**src/sv/ptbp_pkg.sv**
```systemverilog
// Shared constants and payload types of the token bucket policer.
package ptbp_pkg;
	localparam int TABLE_ENTRIES = 64;
	localparam int IDX_W = $clog2(TABLE_ENTRIES);
	localparam int CNT_W = IDX_W + 1;
	localparam int AGE_W = IDX_W;
	localparam int LIM_W = IDX_W + 1;

	localparam logic [15:0] MIN_HEADER_BYTES = 16'd34;
	localparam logic [15:0] ETHERTYPE_IPV4 = 16'h0800;

	localparam logic [31:0] CAPACITY_RESET = 32'd1048576;
	localparam logic [31:0] NS_PER_TOKEN_RESET = 32'd10000;

	localparam int CFG_IDX_W = 8;
	localparam logic [CFG_IDX_W-1:0] REG_BURST_BYTES = 8'd0;
	localparam logic [CFG_IDX_W-1:0] REG_NS_PER_TOKEN = 8'd1;

	localparam logic [33:0] EARNED_MAX = 34'h2_0000_0000;

	localparam int FRONT_DEPTH = 2;
	localparam int FRONT_PTR_W = $clog2(FRONT_DEPTH);
	localparam int FRONT_CNT_W = $clog2(FRONT_DEPTH + 1);

	localparam int DIV_W = 64;
	localparam int DIV_CNT_W = $clog2(DIV_W + 1);

	typedef struct packed {
		logic [15:0] captured_len;
		logic [15:0] ethertype;
		logic [31:0] dest_address;
		logic [15:0] frame_len;
		logic [63:0] timestamp_ns;
	} in_item_t;

	typedef struct packed {
		logic        verdict;
		logic        new_flow;
		logic [63:0] drop_total;
	} out_item_t;

	typedef struct packed {
		logic        is_ipv4;
		logic [31:0] dest_address;
		logic [15:0] frame_len;
		logic [63:0] timestamp_ns;
	} cls_item_t;

	typedef struct packed {
		logic [31:0] burst_bytes;
		logic [31:0] ns_per_token;
	} cfg_t;
endpackage

```
**src/sv/ptbp_front.sv**
```systemverilog
// Front end: accept frames, classify them, and queue them for the engine.
module ptbp_front (
	input  logic                clk,
	input  logic                arst_n,
	input  logic                push,
	output logic                full,
	input  ptbp_pkg::in_item_t  frame,
	output logic                q_valid,
	output ptbp_pkg::cls_item_t q_item,
	input  logic                q_pop
);
	import ptbp_pkg::*;

	cls_item_t              slot_q [FRONT_DEPTH];
	logic [FRONT_PTR_W-1:0] wr_ptr_q;
	logic [FRONT_PTR_W-1:0] rd_ptr_q;
	logic [FRONT_CNT_W-1:0] count_q;
	cls_item_t              cls;
	logic                   do_push;
	logic                   do_pop;

	// Classify: full Ethernet plus IPv4 header and the IPv4 type
	always_comb begin
		cls.is_ipv4 = (frame.captured_len >= MIN_HEADER_BYTES)
			&& (frame.ethertype == ETHERTYPE_IPV4);
		cls.dest_address = frame.dest_address;
		cls.frame_len = frame.frame_len;
		cls.timestamp_ns = frame.timestamp_ns;
	end

	assign full = (count_q == FRONT_CNT_W'(FRONT_DEPTH));
	assign q_valid = (count_q != '0);
	assign do_push = push && !full;
	assign do_pop = q_pop && q_valid;
	assign q_item = slot_q[rd_ptr_q];

	// Hold queued items
	always_ff @(posedge clk) begin
		if (do_push) begin
			slot_q[wr_ptr_q] <= cls;
		end
	end

	// Advance pointers and occupancy
	always_ff @(posedge clk or negedge arst_n) begin
		if (!arst_n) begin
			wr_ptr_q <= '0;
			rd_ptr_q <= '0;
			count_q <= '0;
		end else begin
			if (do_push) begin
				wr_ptr_q <= (wr_ptr_q == FRONT_PTR_W'(FRONT_DEPTH - 1)) ? '0 : wr_ptr_q + 1'b1;
			end
			if (do_pop) begin
				rd_ptr_q <= (rd_ptr_q == FRONT_PTR_W'(FRONT_DEPTH - 1)) ? '0 : rd_ptr_q + 1'b1;
			end
			if (do_push && !do_pop) begin
				count_q <= count_q + 1'b1;
			end else if (do_pop && !do_push) begin
				count_q <= count_q - 1'b1;
			end
		end
	end
endmodule

```
**config.mk**
```make
export PLATFORM = sky130hd
export DESIGN_NAME = ptbp_front
export DESIGN_NICKNAME = d
export VERILOG_FILES = /design/src/sv/ptbp_pkg.sv /design/src/sv/ptbp_front.sv
export SDC_FILE = /design/constraint.sdc
export NUM_CORES = 1
export LEC_CHECK = 0
export BUFFER_PORTS_ARGS = -buffer_cell sky130_fd_sc_hd__buf_2
export CAP_MARGIN = 20
export CORE_ASPECT_RATIO = 0.9
export CORE_MARGIN = 4
export CORE_UTILIZATION = 40
export DETAILED_ROUTE_END_ITERATION = 8
export PLACE_DENSITY = 0.61
export SYNTH_ARGS = -nofsm -noshare
export SYNTH_HDL_FRONTEND = slang
export SYNTH_SLANG_ARGS = --single-unit
```
**constraint.sdc**
```tcl
create_clock -name clk -period 19.2 [get_ports clk]
set_clock_uncertainty 0.1 [all_clocks]
set_input_delay 0.96 -clock clk [delete_from_list [all_inputs] [get_ports clk]]
set_output_delay 0.96 -clock clk [all_outputs]
set_load 0.01 [all_outputs]
```
==> out/metrics.cfg, run 1 <==
[global_route]
grt_usage=0.134
grt_antenna_before_repair=1
grt_start_max_net_pins=79
overflow=0
grt_pass1_wl_mm=25.5
grt_pass1_vias=4842

[synth]
syn-instance-count=381
yosysUniqueCellTypes=22
yosysWarnings=0
synth_area_mm2=0.00867
yosys-top-cells-area=edfxtp_1 (78%), mux2_4 (10%), mux2_2 (6.9%), dfrtp_1 (1.2%), buf_6 (1.0%)
ys_seq_area_frac=0.794
synth_top_area_frac=0.782
syn-mean-instance-area_um2=22.8
ys_ff_latch=230
yosysTopAreaCell=edfxtp_1
synth_fp_nets=530

[floorplan]
die_h_um=148
die_area_mm2=0.0241
placementRows=50
io_pins=263
design.core.area_mm2=0.0211
start_util=0.411
die_x_um=163

[timing]
fin_crit_ps=4120
slew_viol_final=0
setup_viol=0
tns_ps=0
rsz0062_at_grt=false
max_freq_ghz=0.242
holdWs_ps=156
timing.final.crit_share=0.215
layout_setup_ws_ps=15080
slew_headroom=0.346
hold_viol_final=0
worst_pin_slew_ps=981

[worst_setup_path]
critPathLaunchType=register
crit_required_ps=18140
path_buf_inv=2
reg2reg_setup_slack_ps=16570
critPathTopFamily=flip-flops
r2r-end=slot_q[1][71]
max_stage_delay_ps=1010
crit_slowest_cell=dfrtp_4
arrival_ps=3060
cp-end-kind=output port
crit_chain=buf_4 -> mux2_2 -> buf_2
reg2reg_depth=3
criticalPathCategory=reg2out
r2r_start=count_q[0]
path_max_fanout=60

[route]
wire_per_inst_um=17.5
wl_mm=16.9
firstDrtPassIters=4
via_count=4436
viasPerCell=4.61
drt_iter0_markers=162
route.detailed.drc=0
ant_nets=0

[clock_network]
ctsHoldBuffers=0
clock-sinks=230
cts_tree=yes
root_buffer=clkbuf_16
cts.repair.resized=0
clk_pin_slew_worst_paths_ps=50
cts_buffer_depth=3
htree_levels=1
clk_latency_ps=500
cts_buffers=24
post_cts_buffers=0

[final_layout]
final_cell_mix=buf_2 (261), edfxtp_1 (226), mux2_4 (60)
diodes=0
drive_above_1_share=0.617
final_nets=809
final_common_cell=buf_2
syn_to_final_growth_pct=27.3
postLayoutCoreUtil=0.524

[placement]
port_buffers=261
place_hpwl_mm=11.4
dp_slack_ps=15540
gp_congestion=0.800

[power]
leakagePower_nw=4.34
powerDensity_mw_per_mm2=150
peakVddDrop_mv=0.0683

[flow_run]
max_cap_viol_count=0

[status]
run_status=completed

[hold_path]
hp-class=in2async

per-stage QoR:
stage / cell area, µm² / instances / power (mW)
2_1_floorplan: 8670 / 381 / 1.09
3_3_place_gp: 10300 / 918 / 1.24
3_5_place_dp: 10300 / 918 / 1.25
4_1_cts: 11000 / 961 / 1.68
5_1_grt: 11000 / 963 / 1.75
6_report: 11000 / 963 / 1.65
flip-flops by register name, indices dropped and copies added (netlist names):
register / count
slot_q: 226
count_q: 2
rd_ptr_q: 1
wr_ptr_q: 1
synthesized netlist by cell type:
cell type	n
xor2_1	2
ha_1	1
and3_1	1
inv_1	2
edfxtp_1	226
xnor2_1	3
nand2_1	2
buf_6	8
nand2b_1	1
nor4b_1	1
nor4_1	4
nand4_1	1
dfrtp_1	4
or4_4	1
nor3_2	1
a31oi_1	1
mux2_2	53
or2_2	1
nor2_1	2
o41ai_1	1
buf_2	5
mux2_4	60
cell families after synthesis:
logic type,count (synthesis),share of synthesized area
and+or+nand+nor,15,0.0110
xor gates and xnor gates,5,0.00505
adders and majority gates,1,0.00144
muxes,113,0.173
AOI/OAI and AO/OA,2,0.00173
DFF,230,0.794
buffers and inverters,15,0.0141
where the power goes:
| part | internal (mW) | switching [mW] |
|---|---|---|
| clock | 0.249 | 0.172 |
| sequential | 0.687 | 0.0535 |
| combinational | 0.250 | 0.242 |
| total | 1.19 | 0.468 |
per-layer routing:
layer	global-route usage	vias to the layer above	share of wire
li1	-	2080	-
met1	0.158	2131	0.38
met2	0.234	198	0.49
met3	0.0468	25	0.11
met4	0.0356	2	0.021
met5	0	-	0.00071
how the worst max path moves through the flow:
| stage | start | to | slack, ps | cells past startpoint |
|---|---|---|---|---|
| 6_report | rd_ptr_q | q_item[100] | 15080 | 3 |
| 5_1_grt | rd_ptr_q | q_item[100] | 14890 | 3 |
| 4_1_cts | rd_ptr_q | q_item[100] | 15000 | 3 |
| 3_5_place_dp | rd_ptr_q | q_item[100] | 15540 | 3 |
| 3_3_place_gp | rd_ptr_q | q_item[104] | 15590 | 3 |
| 2_1_floorplan | push | slot_q[0][0] | 12770 | 2 |
cell type report:
class                      count  area, µm²
timing repair buffer         266       1380
multi-input combinational    136       1680
sequential                   230       6890
inverter                       2       7.51
tap                          286        358
clock inverter                14       90.1
fill                        1750      10000
clock buffer                  29        641
No activity file was read; power rests on OpenSTA's default activity.
==> inputs of run 2 (changes only) <==
--- a/config.mk
+++ b/config.mk
@@ -11,7 +11,7 @@
 export CORE_MARGIN = 4
 export CORE_UTILIZATION = 40
 export DETAILED_ROUTE_END_ITERATION = 8
-export PLACE_DENSITY = 0.61
+export PLACE_DENSITY = 0.63
 export SYNTH_ARGS = -nofsm -noshare
 export SYNTH_HDL_FRONTEND = slang
 export SYNTH_SLANG_ARGS = --single-unit
==> constraint.sdc (replaced) <==
create_clock -name clk -period 3.7 [get_ports clk]
set_clock_uncertainty 0.1 [all_clocks]
set_input_delay 0.185 -clock clk [delete_from_list [all_inputs] [get_ports clk]]
set_output_delay 0.185 -clock clk [all_outputs]
set_load 0.01 [all_outputs]
==> out/metrics.cfg, run 2 (synthesis results as in run 1) <==
[worst_setup_path]
crit_required_ps=3410  ; -14730 ps
reg2reg_setup_slack_ps=1710  ; -14860 ps
path_buf_inv=2  ; unchanged
r2r-end=slot_q[1][44]
crit_chain=buf_4 -> mux2_2 -> buf_2
critPathLaunchType=register
cp-end-kind=output port
r2r_start=count_q[0]
reg2reg_depth=3  ; unchanged
arrival_ps=2430  ; -630 ps
max_stage_delay_ps=900  ; -110 ps
criticalPathCategory=reg2out
critPathTopFamily=flip-flops
crit_slowest_cell=dfrtp_4
path_max_fanout=49  ; -18%

[route]
via_count=4953  ; +12%
drt_iter0_markers=198  ; +22%
firstDrtPassIters=4  ; unchanged
wire_per_inst_um=17.1  ; -2.6%
route.detailed.drc=0  ; unchanged
viasPerCell=4.57  ; -0.81%
ant_nets=0  ; unchanged
wl_mm=18.5  ; +9.7%

[global_route]
grt_pass1_wl_mm=28.8  ; +13%
grt_start_max_net_pins=114  ; +44%
grt_antenna_before_repair=0  ; -1
overflow=0  ; unchanged
grt_usage=0.149  ; +0.0150
grt_pass1_vias=5640  ; +16%

[floorplan]
placementRows=50  ; unchanged
die_area_mm2=0.0241  ; unchanged
die_x_um=163  ; unchanged
start_util=0.411  ; unchanged
die_h_um=148  ; unchanged
io_pins=263  ; unchanged
design.core.area_mm2=0.0211  ; unchanged

[clock_network]
clk_latency_ps=500  ; about the same
htree_levels=1  ; unchanged
cts.repair.resized=0  ; unchanged
clock-sinks=230  ; unchanged
cts_tree=yes
cts_buffer_depth=3  ; unchanged
root_buffer=clkbuf_16
clk_pin_slew_worst_paths_ps=60  ; about the same
cts_buffers=25  ; +4.2%

[timing]
max_freq_ghz=0.368
slew_headroom=0.522  ; +0.176
fin_crit_ps=2720
rsz0062_at_grt=false
worst_pin_slew_ps=717  ; -264 ps
hold_viol_final=0  ; unchanged
holdWs_ps=32.5  ; -123 ps
slew_viol_final=0  ; unchanged
tns_ps=0  ; unchanged
timing.final.crit_share=0.734
setup_viol=0  ; unchanged

[placement]
port_buffers=261  ; unchanged
place_hpwl_mm=11.5  ; +0.75%
gp_congestion=0.748  ; -6.4%

[final_layout]
diodes=0  ; unchanged
largest_reg_flops=226  ; unchanged
top_register=slot_q
postLayoutCoreUtil=0.586  ; +0.0620
final_nets=929  ; +15%
final_common_cell=buf_2
largestRegisters=slot_q (226), count_q (2)
drive_above_1_share=0.526  ; -0.0911
syn_to_final_growth_pct=42.4
n_fill_cell=1620  ; -7.4%
final_cell_mix=buf_2 (261), edfxtp_1 (226), dlygate4sd3_1 (119)

[status]
run_status=completed

[hold_path]
hp-start=frame[143]
holdPathEnd=slot_q[0][112]
holdPathStages=3
hp-class=in2reg

[flow_run]
max_cap_viol_count=0  ; unchanged

[power]
peakVddDrop_mv=0.379  ; +460%
power.total_mw=9.04  ; +450%
powerDensity_mw_per_mm2=732  ; +390%
leakagePower_nw=4.89  ; +13%

run 2: how the worst max path moves through the flow:
stage,depth (start not counted),to,startpoint,slack (ps)
CTS,3,q_item[108],rd_ptr_q,950
global placement,3,q_item[3],rd_ptr_q,1500
global route,3,q_item[108],rd_ptr_q,860
floorplan,3,slot_q[0][0],count_q[0],850
finish,3,q_item[108],rd_ptr_q,980
detailed placement,3,q_item[108],rd_ptr_q,1480
run 2: timing repair:
item,in CTS,in global routing
hold buffers,119,0
endpoints found under the hold margin,232,0
buffers inserted,0,0
run 2: per-stage QoR:
stage                     setup slack [ps]  area (µm²)  cells
after floorplan                        853        8680    381
after global placement                1500       10300    920
after detailed placement              1480       10300    920
after CTS                              948       12300   1084
after global routing                   864       12300   1084
final                                  983       12300   1084
run 2: final cells by class:
type | instances | area (µm²) | share of cell area
flip-flops and latches | 230 | 6890 | 0.558
repair buffers | 385 | 2570 | 0.208
multi-input cells | 136 | 1680 | 0.136
clock buffers | 27 | 633 | 0.0513
well taps | 286 | 358 | 0.0290
clock inverters | 18 | 209 | 0.0169
inverters | 2 | 7.51 | 0.000608
run 2: where the power goes:
part           internal [mW]  total (mW)  switching, mW
Clock                   1.58        2.51          0.933
Sequential              3.57        3.82          0.253
Combinational           1.37        2.71           1.34
Total                   6.51        9.04           2.53
run 2: worst register-to-register path, stage by stage, from the launching register on:
cell,delay [ps]
dfrtp_1,410
nand2b_1,180
and3_4,390
buf_4,540
run 2: metal layers:
metal	vias to the layer above	wire length, µm	global-route usage
met5	-	0	0
met4	0	408	0.0373
met3	33	1710	0.0429
met2	205	9410	0.275
met1	2394	6980	0.170
li1	2321	-	-
==> inputs of run 3 (changes only) <==
--- a/config.mk
+++ b/config.mk
@@ -5,13 +5,14 @@
 export SDC_FILE = /design/constraint.sdc
 export NUM_CORES = 1
 export LEC_CHECK = 0
+export ABC_AREA = 1
 export BUFFER_PORTS_ARGS = -buffer_cell sky130_fd_sc_hd__buf_2
 export CAP_MARGIN = 20
 export CORE_ASPECT_RATIO = 0.9
 export CORE_MARGIN = 4
 export CORE_UTILIZATION = 40
 export DETAILED_ROUTE_END_ITERATION = 8
-export PLACE_DENSITY = 0.63
+export PLACE_DENSITY = 0.61
 export SYNTH_ARGS = -nofsm -noshare
 export SYNTH_HDL_FRONTEND = slang
 export SYNTH_SLANG_ARGS = --single-unit
==> constraint.sdc (replaced) <==
create_clock -name clk -period 2.6 [get_ports clk]
set_clock_uncertainty 0.1 [all_clocks]
set_input_delay 0.13 -clock clk [delete_from_list [all_inputs] [get_ports clk]]
set_output_delay 0.13 -clock clk [all_outputs]
set_load 0.01 [all_outputs]
==> out/metrics.cfg, run 3 <==
[status]
run_status=completed

[global_route]
grt_antenna_before_repair=0  ; unchanged
grt_usage=0.154  ; +0.00469
grt_pass1_wl_mm=29.7  ; +3.3%
grt_pass1_vias=5987  ; +6.2%
grt_start_max_net_pins=67  ; -41%
overflow=0  ; unchanged

[clock_network]
root_buffer=clkbuf_16
cts.repair.resized=0  ; unchanged
htree_levels=1  ; unchanged
cts_buffer_depth=3  ; unchanged
cts_tree=yes
clock-sinks=230  ; unchanged
cts_buffers=24  ; -4.0%
clk_latency_ps=500  ; about the same
clk_pin_slew_worst_paths_ps=60  ; about the same

[synth]
yosys-top-cells-area=edfxtp_1 (79%), nand2_1 (15%), dfrtp_1 (1.2%), nor2_1 (1.1%), buf_6 (1.1%)
yosysTopAreaCell=edfxtp_1
synth_top_family_by_area=simple AND/OR/NAND/NOR gates
synth_edf_count=226  ; unchanged
synth_area_mm2=0.00856  ; -1.3%
syn-instance-count=644  ; +69%
yosysWarnings=0  ; unchanged
synthMuxAreaShare=0  ; -0.173
synth_compound_area_frac=0.00117  ; -0.000562
synth_top_area_frac=0.793  ; +0.0104
synth_fp_nets=793  ; +50%
synth_most_common_cell=nand2_1
ys_seq_area_frac=0.805  ; +0.0106
ys_ff_latch=230  ; unchanged
yosys.area_share.adder=0.00146  ; +0.0000192
yosysUniqueCellTypes=15  ; -32%
synthArstFlopShare=0.0174  ; unchanged
syn-mean-instance-area_um2=13.3  ; -42%
synthXorXnorAreaFrac=0.00307  ; -0.00198
synthSimpleGateAreaFrac=0.165  ; +0.155
yosys-top-cells-count=nand2_1 (351), edfxtp_1 (226), nor2_1 (25)
ys.flop_type=edfxtp_1

[placement]
port_buffers=261  ; unchanged
gp_congestion=0.735  ; -1.7%
dp_slack_ps=963  ; -521 ps
place_hpwl_mm=11.3  ; -1.6%

[power]
leakagePower_nw=5.24  ; +7.2%
p_sw_frac=0.331  ; +0.0518
powerDensity_mw_per_mm2=1040  ; +42%
p_comb_frac=0.326  ; +0.026
peakVddDrop_mv=0.753  ; +99%
pwr-share-seq=0.418  ; -0.005
pwr-share-clk=0.256  ; -0.022
p_int_mw=8.45  ; +30%
power.switching_mw=4.19  ; +66%

[final_layout]
final_common_cell=nand2_1
largestRegisters=slot_q (226), count_q (2)
diodes=0  ; unchanged
largest_reg_flops=226  ; unchanged
syn_to_final_growth_pct=42.0
final_nets=1181  ; +27%
top_register=slot_q
postLayoutCoreUtil=0.582  ; -0.00390
drive_above_1_share=0.292  ; -0.234
final_cell_mix=nand2_1 (351), buf_2 (261), edfxtp_1 (226)
n_fill_cell=1711  ; +5.6%

[route]
firstDrtPassIters=4  ; unchanged
wl_mm=19.0  ; +2.4%
wire_per_inst_um=14.2  ; -17%
viasPerCell=4.36  ; -4.6%
drt_iter0_markers=268  ; +35%
via_count=5822  ; +18%
ant_nets=0  ; unchanged
route.detailed.drc=0  ; unchanged

[worst_setup_path]
path_max_fanout=39  ; -20%
cp-end-kind=output port
cpMostUsedCell=nand2_1
max_stage_delay_ps=570  ; -330 ps
crit_required_ps=2370  ; -1040 ps
crit_slowest_cell=dfrtp_4
criticalPathCategory=reg2out
crit_chain=buf_4 -> nand2_1 -> nand2_1 -> buf_2
arrival_ps=1900  ; -530 ps
critPathLaunchType=register

[timing]
hold_viol_final=0  ; unchanged
setup_viol=0  ; unchanged
max_freq_ghz=0.469
fin_crit_ps=2130
slew_headroom=0.686  ; +0.164
layout_setup_ws_ps=469  ; -513 ps
holdWs_ps=252  ; +220 ps
rsz0062_at_grt=false
worst_pin_slew_ps=471  ; -247 ps
timing.final.crit_share=0.819
tns_ps=0  ; unchanged
slew_viol_final=0  ; unchanged

[floorplan]
die_area_mm2=0.0238  ; -1.2%
io_pins=263  ; unchanged
die_x_um=162  ; -0.62%
placementRows=50  ; unchanged
design.core.area_mm2=0.0209  ; -0.89%
start_util=0.410  ; -0.00175
die_h_um=147  ; -0.62%

[hold_path]
hp-class=in2reg

[flow_run]
max_cap_viol_count=0  ; unchanged

## run 3: changes by cell type after synthesis, moves of 2 or more
cell,previous run,this run
nor2_1,2,25
nor4_1,4,0
mux2_2,53,0
nand2_1,2,351
mux2_4,60,0
buf_2,5,14
xnor2_1,3,1
buf_4,0,3
inv_1,2,5
## run 3: logic make-up after synthesis
group	after synthesis
and+or+nand+nor	377
DFF	230
buffers and inverters	31
xor gates and xnor gates	3
AOI/OAI and AO/OA	2
adders and majority gates	1
## run 3: area by class of cell
| class | count | area (µm²) | share of cell area |
|---|---|---|---|
| Tap cell | 286 | 358 | 0.0294 |
| Sequential cell | 230 | 6890 | 0.567 |
| Timing Repair Buffer | 387 | 2640 | 0.217 |
| Multi-Input combinational cell | 383 | 1490 | 0.123 |
| Clock buffer | 29 | 641 | 0.0527 |
| Inverter | 6 | 25.0 | 0.00206 |
| Clock inverter | 15 | 115 | 0.00947 |
## run 3: per-stage QoR
step / instance area (µm²) / power [mW] / cells
after floorplan: 8590 / 7.73 / 644
after global placement: 10200 / 9.38 / 1174
after detailed placement: 10200 / 9.42 / 1174
after CTS: 12200 / 12.8 / 1336
after global routing: 12200 / 13.4 / 1336
final: 12200 / 12.6 / 1336
## run 3: repair_timing
item,CTS,global route
hold buffers,118,0
endpoints found under the hold margin,233,0
setup buffers,0,0
## run 3: final timing paths
path / start / end / slack, ps / depth (start not counted)
min: frame[79] / slot_q[0][79] / 250 / 2
max in group asynchronous: arst_n / rd_ptr_q / 1750 / 3
min in group asynchronous: arst_n / count_q[1] / 450 / 3
min reg2reg: count_q[0] / count_q[0] / 470 / 1
max reg2reg: count_q[0] / count_q[1] / 990 / 6
max: rd_ptr_q / q_item[2] / 470 / 4
## run 3: layer usage
metal / track usage / part of all wire / vias to the layer above
met5: 0 / 0 / -
met4: 0.0406 / 0.023 / 0
met3: 0.0384 / 0.072 / 29
met2: 0.272 / 0.50 / 198
met1: 0.188 / 0.40 / 2652
li1: - / - / 2943
## run 3: power groups by stage
stage	Combinational [mW]	Clock (mW)	Sequential [mW]
after floorplan	2.41	0	5.32
after global placement	4.04	0	5.34
after detailed placement	4.06	0	5.36
after CTS	4.21	3.35	5.28
after global routing	4.59	3.49	5.35
final	4.12	3.24	5.28
## run 3: critical path: cells and delay by family (launching register included)
kind	cells	cell delay, ps
and+or+nand+nor	2	220
DFF	1	570
buffers and inverters	2	600
